## config.mk

```make
export PLATFORM = sky130hd
export DESIGN_NAME = gps_log_record_deframer
export DESIGN_NICKNAME = d
export VERILOG_FILES = /design/src/gld_pkg.sv /design/src/gld_coord.sv /design/src/gld_out_stage.sv /design/src/gps_log_record_deframer.sv
export SDC_FILE = /design/constraint.sdc
export NUM_CORES = 2
export LEC_CHECK = 0
export BUFFER_PORTS_ARGS = -buffer_cell sky130_fd_sc_hd__buf_4
export CORE_MARGIN = 1.5
export CORE_UTILIZATION = 35
export DETAILED_ROUTE_END_ITERATION = 8
export PLACE_DENSITY = 0.47
export SETUP_SLACK_MARGIN = 0.1
export SYNTH_ARGS = -nofsm -noshare
export SYNTH_HDL_FRONTEND = slang
export SYNTH_SLANG_ARGS = --single-unit
```

## constraint.sdc

```tcl
create_clock -name clk_i -period 23.1 [get_ports clk_i]
set_input_delay 1.155 -clock clk_i [delete_from_list [all_inputs] [get_ports clk_i]]
set_output_delay 1.155 -clock clk_i [all_outputs]
set_load 0.02 [all_outputs]
```

## src/gld_pkg.sv

```systemverilog
// ----------------------------------------------------------------------------
// gld_pkg
// shared types and constants of the gps log record deframer
// ----------------------------------------------------------------------------
`timescale 1ns / 1ps
`default_nettype none

package gld_pkg;

  // record layout
  localparam int unsigned GLD_RECORD_LEN     = 21;
  localparam int unsigned GLD_HDR_LEN        = 3;
  localparam int unsigned GLD_SPACER_LEN_DEF = 6;
  localparam int unsigned GLD_POS_W          = 5;

  // record byte positions
  localparam int unsigned GLD_POS_HOUR     = 3;
  localparam int unsigned GLD_POS_MINUTE   = 4;
  localparam int unsigned GLD_POS_SECOND   = 5;
  localparam int unsigned GLD_POS_DAY      = 6;
  localparam int unsigned GLD_POS_MONTH    = 7;
  localparam int unsigned GLD_POS_YEAR     = 8;
  localparam int unsigned GLD_POS_SPEED    = 9;
  localparam int unsigned GLD_POS_LAT      = 11;
  localparam int unsigned GLD_POS_LON      = 15;
  localparam int unsigned GLD_POS_CONTACTS = 19;

  // header bytes
  localparam logic [7:0] GLD_SYNC_A = 8'd255;
  localparam logic [7:0] GLD_SYNC_B = 8'd170;

  // scaling
  localparam int unsigned GLD_YEAR_BASE    = 2000;
  localparam int unsigned GLD_KNOT_MILLI   = 1852;
  localparam int unsigned GLD_MIN_SCALE_HI = 10000;
  localparam int unsigned GLD_MIN_SCALE_LO = 100;
  localparam int unsigned GLD_USEC_PER_DEG = 1000000;
  // floor(x*5/3) = (x * 5 * ceil(2^25/3)) >> 25 for 5*x < 2^24
  localparam int unsigned GLD_DIV3X5_MAGIC = 55924055;
  localparam int unsigned GLD_DIV3_SHIFT   = 25;

  localparam int unsigned GLD_MINS_W  = 22;
  localparam int unsigned GLD_FRAC_W  = 23;
  localparam int unsigned GLD_COORD_W = 29;
  localparam int unsigned GLD_YEAR_W  = 12;
  localparam int unsigned GLD_SPEED_W = 19;

  typedef enum logic [1:0] {
    MODE_START  = 2'd0,
    MODE_RECORD = 2'd1,
    MODE_SPACER = 2'd2,
    MODE_HUNT   = 2'd3
  } gld_mode_e;

  typedef enum logic [1:0] {
    GLD_ST_OK       = 2'd0,
    GLD_ST_CHECKSUM = 2'd1,
    GLD_ST_FRAMING  = 2'd2,
    GLD_ST_END      = 2'd3
  } gld_status_e;

  typedef struct packed {
    gld_status_e              status;
    logic [7:0]               contacts;
    logic [GLD_COORD_W-1:0]   lon_microdeg;
    logic [GLD_COORD_W-1:0]   lat_microdeg;
    logic [GLD_SPEED_W-1:0]   speed_milli_kmh;
    logic [GLD_YEAR_W-1:0]    year;
    logic [7:0]               month;
    logic [7:0]               day;
    logic [7:0]               second;
    logic [7:0]               minute;
    logic [7:0]               hour;
  } gld_result_t;

  // expected header byte at a position 0..2
  function automatic logic [7:0] gld_hdr_byte(input logic [1:0] idx);
    logic [7:0] val;
    unique case (idx)
      2'd1:    val = GLD_SYNC_B;
      default: val = GLD_SYNC_A;
    endcase
    return val;
  endfunction

endpackage

`default_nettype wire

```

## src/gld_coord.sv

```systemverilog
// ----------------------------------------------------------------------------
// gld_coord
// builds one coordinate in microdegrees from four record bytes as they arrive
// ----------------------------------------------------------------------------
`timescale 1ns / 1ps
`default_nettype none

module gld_coord #(
  parameter int unsigned DEG_POS = gld_pkg::GLD_POS_LAT
) (
  input  var logic                                clk_i,
  input  var logic                                byte_en_i,
  input  var logic [gld_pkg::GLD_POS_W-1:0]       pos_i,
  input  var logic [7:0]                          byte_i,
  output var logic [gld_pkg::GLD_COORD_W-1:0]     coord_o
);
  import gld_pkg::*;

  localparam logic [GLD_POS_W-1:0] PosDeg  = GLD_POS_W'(DEG_POS);
  localparam logic [GLD_POS_W-1:0] PosMinA = GLD_POS_W'(DEG_POS + 1);
  localparam logic [GLD_POS_W-1:0] PosMinB = GLD_POS_W'(DEG_POS + 2);
  localparam logic [GLD_POS_W-1:0] PosMinC = GLD_POS_W'(DEG_POS + 3);
  localparam logic [GLD_POS_W-1:0] PosFrac = GLD_POS_W'(DEG_POS + 4);
  localparam int unsigned ProdW = GLD_MINS_W + 26;

  logic [7:0]            deg_q;
  logic [GLD_MINS_W-1:0] mins_q;
  logic [GLD_FRAC_W-1:0] frac_q;
  logic [ProdW-1:0]      prod;

  // minutes times 100/60, truncated, via reciprocal multiply
  assign prod = ProdW'(mins_q) * ProdW'(GLD_DIV3X5_MAGIC);

  always_ff @(posedge clk_i) begin
    if (byte_en_i) begin
      unique case (pos_i)
        PosDeg:  deg_q  <= byte_i;
        PosMinA: mins_q <= GLD_MINS_W'(byte_i) * GLD_MINS_W'(GLD_MIN_SCALE_HI);
        PosMinB: mins_q <= mins_q + GLD_MINS_W'(byte_i) * GLD_MINS_W'(GLD_MIN_SCALE_LO);
        PosMinC: mins_q <= mins_q + GLD_MINS_W'(byte_i);
        PosFrac: frac_q <= prod[GLD_DIV3_SHIFT +: GLD_FRAC_W];
        default: ;
      endcase
    end
  end

  assign coord_o = GLD_COORD_W'(deg_q) * GLD_COORD_W'(GLD_USEC_PER_DEG)
                 + GLD_COORD_W'(frac_q);

endmodule

`default_nettype wire

```

## src/gld_out_stage.sv

```systemverilog
// ----------------------------------------------------------------------------
// gld_out_stage
// result register with a skid entry behind it
// ----------------------------------------------------------------------------
`timescale 1ns / 1ps
`default_nettype none

module gld_out_stage (
  input  var logic                 clk_i,
  input  var logic                 rst_ni,
  input  var logic                 push_i,
  input  var gld_pkg::gld_result_t push_data_i,
  output var logic                 ready_o,
  output var logic                 out_valid_o,
  input  var logic                 out_ready_i,
  output var gld_pkg::gld_result_t out_data_o
);
  import gld_pkg::*;

  logic        out_vld_q, out_vld_d;
  logic        skid_vld_q, skid_vld_d;
  logic        load_out;
  gld_result_t out_q;
  gld_result_t skid_q;

  assign ready_o  = !skid_vld_q;
  assign load_out = !out_vld_q || out_ready_i;

  always_comb begin
    if (load_out) begin
      out_vld_d  = skid_vld_q || push_i;
      skid_vld_d = 1'b0;
    end else begin
      out_vld_d  = 1'b1;
      skid_vld_d = skid_vld_q || push_i;
    end
  end

  always_ff @(posedge clk_i or negedge rst_ni) begin
    if (!rst_ni) begin
      out_vld_q  <= 1'b0;
      skid_vld_q <= 1'b0;
    end else begin
      out_vld_q  <= out_vld_d;
      skid_vld_q <= skid_vld_d;
    end
  end

  always_ff @(posedge clk_i) begin
    if (load_out) begin
      if (skid_vld_q) begin
        out_q <= skid_q;
      end else if (push_i) begin
        out_q <= push_data_i;
      end
    end else if (push_i) begin
      skid_q <= push_data_i;
    end
  end

  assign out_valid_o = out_vld_q;
  assign out_data_o  = out_q;

  a_skid_behind_out: assert property (@(posedge clk_i) disable iff (!rst_ni)
    skid_vld_q |-> out_vld_q)
    else $error("skid entry held while result register empty");

  a_no_push_when_full: assert property (@(posedge clk_i) disable iff (!rst_ni)
    skid_vld_q |-> !push_i)
    else $error("result pushed into a full output stage");

  a_held_result_drains: assert property (@(posedge clk_i) disable iff (!rst_ni)
    (out_vld_q && out_ready_i && skid_vld_q) |=> out_vld_q && !skid_vld_q)
    else $error("skid entry not moved into result register");

endmodule

`default_nettype wire

```

## src/gps_log_record_deframer.sv

```systemverilog
// ----------------------------------------------------------------------------
// gps_log_record_deframer
// frames 21-byte waypoint records out of a gps logger byte stream
// ----------------------------------------------------------------------------
//
//  channel   dir  tdata                         tuser
//  s_axis    in   data_byte[7:0]                stream_end
//  m_axis    out  hour..contacts, 137 bits      status[1:0]
//
//  one byte is taken every cycle while s_axis_tready_o is high; records,
//  spacers and the hunt run at that rate. a result enters the output stage
//  on the byte that causes it (checksum byte, offending byte or stream end).
//  reset clears the framing state to "expecting record or spacer start" and
//  empties the output stage; captured record fields are not reset.
//  the output stage holds two results, so s_axis keeps taking bytes while
//  one result waits; s_axis_tready_o drops only when both entries are full.
//  latitude and longitude are built up byte by byte as the record arrives,
//  one constant multiply per byte, so no step sees more than one multiplier.
// ----------------------------------------------------------------------------
`timescale 1ns / 1ps
`default_nettype none

module gps_log_record_deframer #(
  parameter int unsigned SPACER_LEN = gld_pkg::GLD_SPACER_LEN_DEF
) (
  input  var logic         clk_i,
  input  var logic         rst_ni,
  // input byte stream
  input  var logic         s_axis_tvalid_i,
  output var logic         s_axis_tready_o,
  input  var logic [7:0]   s_axis_tdata_i,   // [7:0] data_byte
  input  var logic         s_axis_tuser_i,   // [0] stream_end
  // result stream
  output var logic         m_axis_tvalid_o,
  input  var logic         m_axis_tready_i,
  // [7:0] hour, [15:8] minute, [23:16] second, [31:24] day, [39:32] month,
  // [51:40] year, [70:52] speed_milli_kmh, [99:71] lat_microdeg,
  // [128:100] lon_microdeg, [136:129] contacts, [143:137] zero
  output var logic [143:0] m_axis_tdata_o,
  output var logic [1:0]   m_axis_tuser_o    // [1:0] status
);
  import gld_pkg::*;

  localparam logic [GLD_POS_W-1:0] PosLast   = GLD_POS_W'(GLD_RECORD_LEN - 1);
  localparam logic [GLD_POS_W-1:0] PosHdrEnd = GLD_POS_W'(GLD_HDR_LEN);
  localparam logic [GLD_POS_W-1:0] PosClip   = GLD_POS_W'(GLD_HDR_LEN - 1);
  localparam logic [GLD_POS_W-1:0] SpacerEnd = GLD_POS_W'(SPACER_LEN);
  localparam logic [7:0]           HdrXor    = GLD_SYNC_A ^ GLD_SYNC_B ^ GLD_SYNC_A;

  // framing state
  gld_mode_e            mode_q, mode_d;
  logic [GLD_POS_W-1:0] pos_q, pos_d;
  logic [7:0]           xor_q, xor_d;
  logic [1:0]           hunt_q, hunt_d;

  // captured record fields
  logic [7:0]             hour_q, minute_q, second_q, day_q, month_q, contacts_q;
  logic [GLD_YEAR_W-1:0]  year_q;
  logic [GLD_SPEED_W-1:0] speed_q;
  logic [GLD_COORD_W-1:0] lat_coord, lon_coord;

  logic        in_fire, byte_fire, rec_byte_en;
  logic [7:0]  b;
  logic [1:0]  start_idx;
  logic        start_match, rec_hdr_bad, rec_at_last, chk_ok;
  logic [GLD_POS_W-1:0] pos_inc;

  logic        res_fire;
  gld_result_t res;
  gld_result_t out_res;
  logic        out_ready;

  assign in_fire     = s_axis_tvalid_i && s_axis_tready_o;
  assign byte_fire   = in_fire && !s_axis_tuser_i;
  assign b           = s_axis_tdata_i;
  assign rec_byte_en = byte_fire && (mode_q == MODE_RECORD);

  // shared decode of the current byte
  assign start_idx   = (pos_q > PosClip) ? PosClip[1:0] : pos_q[1:0];
  assign start_match = (b == gld_hdr_byte(start_idx));
  assign rec_hdr_bad = (pos_q < PosHdrEnd) && (b != gld_hdr_byte(pos_q[1:0]));
  assign rec_at_last = (pos_q >= PosLast);
  assign chk_ok      = (xor_q == b);
  assign pos_inc     = pos_q + GLD_POS_W'(1);

  // next framing state
  always_comb begin
    mode_d = mode_q;
    pos_d  = pos_q;
    xor_d  = xor_q;
    hunt_d = hunt_q;
    if (in_fire) begin
      if (s_axis_tuser_i) begin
        // stream end drops any partial record or spacer
        mode_d = MODE_START;
        pos_d  = '0;
        xor_d  = '0;
        hunt_d = '0;
      end else begin
        unique case (mode_q)
          MODE_START: begin
            if (start_match) begin
              xor_d = xor_q ^ b;
              pos_d = GLD_POS_W'(start_idx) + GLD_POS_W'(1);
              if (start_idx == PosClip[1:0]) begin
                mode_d = MODE_RECORD;
              end
            end else if (start_idx == 2'd0) begin
              // not a 255: framing error, start hunting
              mode_d = MODE_HUNT;
              pos_d  = '0;
              xor_d  = '0;
              hunt_d = '0;
            end else begin
              // 255 followed by a header break: this is a spacer
              xor_d = '0;
              if (GLD_POS_W'(start_idx) + GLD_POS_W'(1) >= SpacerEnd) begin
                mode_d = MODE_RECORD;
                pos_d  = '0;
              end else begin
                mode_d = MODE_SPACER;
                pos_d  = GLD_POS_W'(start_idx) + GLD_POS_W'(1);
              end
            end
          end
          MODE_SPACER: begin
            if (pos_inc >= SpacerEnd) begin
              mode_d = MODE_RECORD;
              pos_d  = '0;
              xor_d  = '0;
            end else begin
              pos_d = pos_inc;
            end
          end
          MODE_RECORD: begin
            if (rec_hdr_bad) begin
              // a 255 here already counts as the first header byte
              mode_d = MODE_HUNT;
              pos_d  = '0;
              xor_d  = '0;
              hunt_d = (b == GLD_SYNC_A) ? 2'd1 : 2'd0;
            end else if (!rec_at_last) begin
              xor_d = xor_q ^ b;
              pos_d = pos_inc;
            end else if (!chk_ok) begin
              mode_d = MODE_HUNT;
              pos_d  = '0;
              xor_d  = '0;
              hunt_d = '0;
            end else begin
              mode_d = MODE_START;
              pos_d  = '0;
              xor_d  = '0;
            end
          end
          MODE_HUNT: begin
            if (hunt_q >= 2'd2 && b == GLD_SYNC_A) begin
              // header found: carry on as record byte 3
              mode_d = MODE_RECORD;
              pos_d  = PosHdrEnd;
              xor_d  = HdrXor;
              hunt_d = '0;
            end else if (b == GLD_SYNC_A) begin
              hunt_d = 2'd1;
            end else if (hunt_q == 2'd1 && b == GLD_SYNC_B) begin
              hunt_d = 2'd2;
            end else begin
              hunt_d = '0;
            end
          end
          default: ;
        endcase
      end
    end
  end

  // result of the current transaction
  always_comb begin
    res_fire = 1'b0;
    res      = '0;
    if (in_fire) begin
      if (s_axis_tuser_i) begin
        res_fire   = 1'b1;
        res.status = GLD_ST_END;
      end else begin
        unique case (mode_q)
          MODE_START: begin
            if (!start_match && start_idx == 2'd0) begin
              res_fire   = 1'b1;
              res.status = GLD_ST_FRAMING;
            end
          end
          MODE_RECORD: begin
            if (rec_hdr_bad) begin
              res_fire   = 1'b1;
              res.status = GLD_ST_FRAMING;
            end else if (rec_at_last && !chk_ok) begin
              res_fire   = 1'b1;
              res.status = GLD_ST_CHECKSUM;
            end else if (rec_at_last) begin
              res_fire            = 1'b1;
              res.status          = GLD_ST_OK;
              res.hour            = hour_q;
              res.minute          = minute_q;
              res.second          = second_q;
              res.day             = day_q;
              res.month           = month_q;
              res.year            = year_q;
              res.speed_milli_kmh = speed_q;
              res.lat_microdeg    = lat_coord;
              res.lon_microdeg    = lon_coord;
              res.contacts        = contacts_q;
            end
          end
          default: ;
        endcase
      end
    end
  end

  always_ff @(posedge clk_i or negedge rst_ni) begin
    if (!rst_ni) begin
      mode_q <= MODE_START;
      pos_q  <= '0;
      xor_q  <= '0;
      hunt_q <= '0;
    end else begin
      mode_q <= mode_d;
      pos_q  <= pos_d;
      xor_q  <= xor_d;
      hunt_q <= hunt_d;
    end
  end

  // plain record fields, with year offset and knot scaling done on arrival
  always_ff @(posedge clk_i) begin
    if (rec_byte_en) begin
      unique case (pos_q)
        GLD_POS_W'(GLD_POS_HOUR):     hour_q     <= b;
        GLD_POS_W'(GLD_POS_MINUTE):   minute_q   <= b;
        GLD_POS_W'(GLD_POS_SECOND):   second_q   <= b;
        GLD_POS_W'(GLD_POS_DAY):      day_q      <= b;
        GLD_POS_W'(GLD_POS_MONTH):    month_q    <= b;
        GLD_POS_W'(GLD_POS_YEAR):
          year_q <= GLD_YEAR_W'(GLD_YEAR_BASE) + GLD_YEAR_W'(b);
        GLD_POS_W'(GLD_POS_SPEED):
          speed_q <= GLD_SPEED_W'(b) * GLD_SPEED_W'(GLD_KNOT_MILLI);
        GLD_POS_W'(GLD_POS_CONTACTS): contacts_q <= b;
        default: ;
      endcase
    end
  end

  gld_coord #(
    .DEG_POS (GLD_POS_LAT)
  ) u_lat (
    .clk_i     (clk_i),
    .byte_en_i (rec_byte_en),
    .pos_i     (pos_q),
    .byte_i    (b),
    .coord_o   (lat_coord)
  );

  gld_coord #(
    .DEG_POS (GLD_POS_LON)
  ) u_lon (
    .clk_i     (clk_i),
    .byte_en_i (rec_byte_en),
    .pos_i     (pos_q),
    .byte_i    (b),
    .coord_o   (lon_coord)
  );

  gld_out_stage u_out (
    .clk_i       (clk_i),
    .rst_ni      (rst_ni),
    .push_i      (res_fire),
    .push_data_i (res),
    .ready_o     (out_ready),
    .out_valid_o (m_axis_tvalid_o),
    .out_ready_i (m_axis_tready_i),
    .out_data_o  (out_res)
  );

  assign s_axis_tready_o = out_ready;
  assign m_axis_tuser_o  = out_res.status;
  assign m_axis_tdata_o  = {7'd0, out_res.contacts, out_res.lon_microdeg,
                            out_res.lat_microdeg, out_res.speed_milli_kmh,
                            out_res.year, out_res.month, out_res.day,
                            out_res.second, out_res.minute, out_res.hour};

  a_record_pos_range: assert property (@(posedge clk_i) disable iff (!rst_ni)
    (mode_q == MODE_RECORD) |-> (pos_q <= PosLast))
    else $error("record position past checksum byte");

  a_start_pos_range: assert property (@(posedge clk_i) disable iff (!rst_ni)
    (mode_q == MODE_START) |-> (pos_q <= PosClip))
    else $error("start position past header");

  a_spacer_pos_range: assert property (@(posedge clk_i) disable iff (!rst_ni)
    (mode_q == MODE_SPACER) |-> (pos_q != '0 && pos_q < SpacerEnd))
    else $error("spacer position out of range");

  a_hunt_clear_outside: assert property (@(posedge clk_i) disable iff (!rst_ni)
    (mode_q == MODE_RECORD && pos_q == PosHdrEnd && $past(mode_q) == MODE_HUNT)
      |-> (xor_q == HdrXor && hunt_q == 2'd0))
    else $error("record entered from hunt with stale checksum");

endmodule

`default_nettype wire
```

==> out/summary.txt <==
====================================================================================
Outcome ............................................................... finished, final reports clean
Clock Tree Root .......................................................    clkbuf_16
CTS resizes ...........................................................            0
Total of max-cap violations ...........................................            0
Htree depth ...........................................................            2
Count of pins over their slew limit ...................................            0
Antenna violations before repair ......................................            7
Arrival time at the worst endpoint ....................................      8.20 ns
Portion of total power attributed to the clock network ................        32.9%
Count of unique library cells instantiated by Yosys ...................           92
Timing startpoint of the critical path ................................ u_lat.mins_q[9]
Adder-cell share of the synthesized area ..............................        38.6%
Violation count after the first detailed-route iteration ..............         1660
First-pass GRT wire length ............................................       181 mm
Worst r2r src ......................................................... u_lat.mins_q[9]
Synth warnings ........................................................            0
Share of cell area taken by muxes after synthesis .....................       0.159%
Chip Width ............................................................       361 um
Antenna-violating nets left ...........................................            0
Number of buffers created by CTS ......................................           58
Number of buffers inserted by hold repair at cts ......................            0
Terminus of the critical flop-to-flop path ............................ u_lat.frac_q[16]
Largest vdd supply drop ...............................................    0.0690 mV
Power per Cell Area ...................................................  60.6 nW/um2
Largest cells by area after synthesis ................................. edfxtp_1 30%, ha_1 20%, fa_1 19%
Post-synthesis sequential area ratio ..................................        31.5%
Slew Limit Headroom ...................................................        24.8%
Mapped Cells ..........................................................         4009
Total wire length .....................................................       116 mm
Per-cell via count in the routed design ...............................         4.93
Layout area overhead ..................................................        11.8%
Net switching power figure ............................................    0.00101 W
Worst setup path category .............................................      reg2reg
Total DRC errors in the routed layout .................................            0
Setup violators final .................................................            0
Nets ..................................................................         5325
Fraction of final layout cells sized beyond drive strength 1 ..........        7.67%
Main flop type after synthesis ........................................     edfxtp_1
Count of buffers inserted at the top-level ports ......................          151
Largest family of logic cells by synthesized area .....................  adder cells
Maximum number of buffers from clock root to sink .....................            3
TNS Setup .............................................................         0 ns
Die span in y .........................................................       361 um
Detailed Place HPWL ...................................................      94.0 mm
Min cycle time layout .................................................      7.79 ns
Switch share ..........................................................        33.1%
CTS tree ..............................................................        built
Clock Latency Late Sink ...............................................      0.68 ns
Total number of clock tree sinks ......................................          473
Int Power .............................................................    0.00203 W
Count of flip-flops with a built-in enable after synthesis ............          454
Maximum operating frequency ...........................................      128 MHz
Unrepaired setup endpoints after global routing .......................        false
Worst Max-Slew Pin Slew ...............................................      1.13 ns
Final Hold Vio Count ..................................................            0
Weighted congestion at the end of routability-driven global placement .        0.871
Cell taking the most area after synthesis .............................     edfxtp_1
Clock Skew ............................................................    0.0546 ns
Post-synthesis simple-gate area fraction ..............................        7.42%
Number of top-level pins ..............................................          161
Area of the placeable core ............................................   127000 um2
WL per Instance .......................................................      19.7 um
CP Data Required Time .................................................     23.52 ns
Synthesized-area fraction occupied by ao, oa, aoi and oai cells .......        11.1%
Worst-path clk slew ...................................................      0.07 ns
Async set or reset register ratio after synthesis .....................        4.02%
Critical path endpoint ................................................ u_lat.frac_q[16]
Power share of the sequential group ...................................        38.6%
Classification of the worst-slack hold path ...........................     in2async
Pin count of the biggest net entering global routing ..................           94
Gr usage total ........................................................        18.0%
Pleak .................................................................      24.0 nW
Number of buffers inserted to repair setup after CTS ..................            0
Startpoint class of the critical path .................................     register
Avg Cell Area, Syn ....................................................     11.2 um2
Vias after detailed routing ...........................................        29100
Register-to-register setup slack ......................................     15.31 ns
Count of cells along the worst register-to-register path ..............           23
Parity-gate share of the synthesized area counting xor and xnor cells .        4.11%
Number of placement rows ..............................................          131
Floorplan die area ....................................................   130000 um2
Power share of the combinational group ................................        28.5%
Crit end category .....................................................     register
Largest fanout on the critical path ...................................            7
Yosys top cell area share .............................................        30.4%
Number of iterations in the first detailed-routing pass ...............            5
Via count of the first global-routing pass ............................        30100
Starting density of the core ..........................................        35.2%
Register bit count reported by yosys ..................................          473
End-of-flow core utilization ..........................................        39.4%
Fraction of the cycle the final worst path needs ......................        33.7%
Cell Area, Synth ......................................................    44800 um2
Sum of overflow across all layers after global routing ................            0
====================================================================================
stage by stage:
stage / instances / area, um2 / setup slack, ns / power, W / hold slack [ns]
after floorplan: 4017 / 44800 / 10.12 / 0.00175 / 0.470
after global placement: 5788 / 48000 / 15.47 / 0.00206 / 0.491
final: 5900 / 50100 / 15.31 / 0.00303 / 0.363
after detailed placement: 5788 / 48000 / 15.35 / 0.00206 / 0.495
after global routing: 5898 / 50000 / 14.92 / 0.00318 / 0.344
after CTS: 5898 / 50000 / 15.32 / 0.00308 / 0.315
logic make-up after synthesis:
kind of cell	Yosys count
compound gates	727
xor+xnor	210
fa+ha+maj	1126
buf+inv	823
flops	473
mux	7
other cells	1
simple gates	642
Yosys cell counts, types with 31 or more instances:
| cell | count |
|---|---|
| fa_1 | 428 |
| xor2_1 | 73 |
| xnor2_1 | 137 |
| nand3_1 | 47 |
| clkbuf_1 | 49 |
| nand4_1 | 38 |
| a21oi_1 | 132 |
| nor2_1 | 139 |
| and2_1 | 113 |
| ha_1 | 698 |
| a21o_1 | 213 |
| a31oi_1 | 31 |
| nor3_1 | 36 |
| edfxtp_1 | 454 |
| inv_1 | 755 |
| o21ai_0 | 116 |
| nand2_1 | 131 |
layout make-up:
cell class                 count  area, um2
clock inverter                43        608
fill                       12500      77100
timing repair buffer         177       1330
tap                         1662       2080
clock buffer                  67       1490
sequential                   473      14100
inverter                     755       2830
multi-input combinational   2721      27600
antenna                        2       5.00
cell usage in the layout, fill, tap and decap left out, types with 8 or more instances in the layout:
cell type	instances
inv_1	755
ha_1	698
edfxtp_1	454
fa_1	428
a21o_1	213
buf_4	177
xnor2_1	137
nor2_1	136
a21oi_1	132
nand2_1	131
o21ai_0	116
and2_1	112
xor2_1	73
clkbuf_16	58
nand3_1	47
nand4_1	38
nor3_1	36
a31oi_1	31
o21bai_1	25
a211oi_1	22
nor2b_1	21
and3_1	21
o21a_1	20
or2_2	19
nand2b_1	19
o211ai_1	19
dfrtp_1	18
o31ai_1	17
a22oi_1	17
o221ai_1	15
or3_1	14
bufinv_16	11
o22ai_1	9
conb_1	9
clkbuf_1	9
a2111oi_0	8
routing by layer:
layer	share of wire [%]	up-vias	GRT usage [%]
li1	-	14100	-
met1	49	14400	26.4
met2	46	456	28.9
met3	3.5	99	1.86
met4	1.5	2	3.09
met5	0.016	-	0
critical path: stages (launching register included):
cell	delay [ns]
edfxtp_1	0.54
ha_1	0.41
fa_1	0.68
inv_1	0.10
fa_1	0.61
inv_1	0.08
fa_1	0.51
inv_1	0.05
fa_1	0.48
inv_1	0.05
fa_1	0.47
inv_1	0.05
fa_1	0.48
inv_1	0.05
ha_1	0.35
a21oi_1	0.14
o21ai_0	0.16
a2111oi_0	0.88
nand4b_1	0.42
nand3_1	0.27
o31ai_1	0.16
a21oi_1	0.28
o21ai_0	0.14
xnor2_1	0.16
sequential cells by signal (all words and copies together), names as in the netlist, 5 cells and up:
register	flops
u_out.out_data_o	136
u_out.skid_q	136
u_lat.frac_q	23
u_lon.frac_q	23
u_lat.mins_q	22
u_lon.mins_q	22
speed_q	17
year_q	11
contacts_q	8
day_q	8
hour_q	8
minute_q	8
month_q	8
second_q	8
u_lat.deg_q	8
u_lon.deg_q	8
xor_q	8
pos_q	5
how the worst min path moves through the flow:
stage,from,end,slack [ns],cells after the start
3_3_place_gp,xor_q[4],xor_q[4],0.49,1
3_5_place_dp,xor_q[4],xor_q[4],0.49,1
4_1_cts,rst_ni,xor_q[3],0.31,1
5_1_grt,rst_ni,pos_q[3],0.34,1
2_1_floorplan,xor_q[0],xor_q[0],0.47,1
6_report,rst_ni,xor_q[3],0.36,1
power groups by stage:
stage          Combinational (W)  Sequential, W  Clock [W]
6_report                0.000864        0.00117   0.000998
3_5_place_dp            0.000869        0.00119          0
5_1_grt                 0.000943        0.00118    0.00106
3_3_place_gp            0.000870        0.00119          0
2_1_floorplan           0.000448        0.00130          0
4_1_cts                 0.000873        0.00117    0.00103
Power figures use the tool's default switching activity.
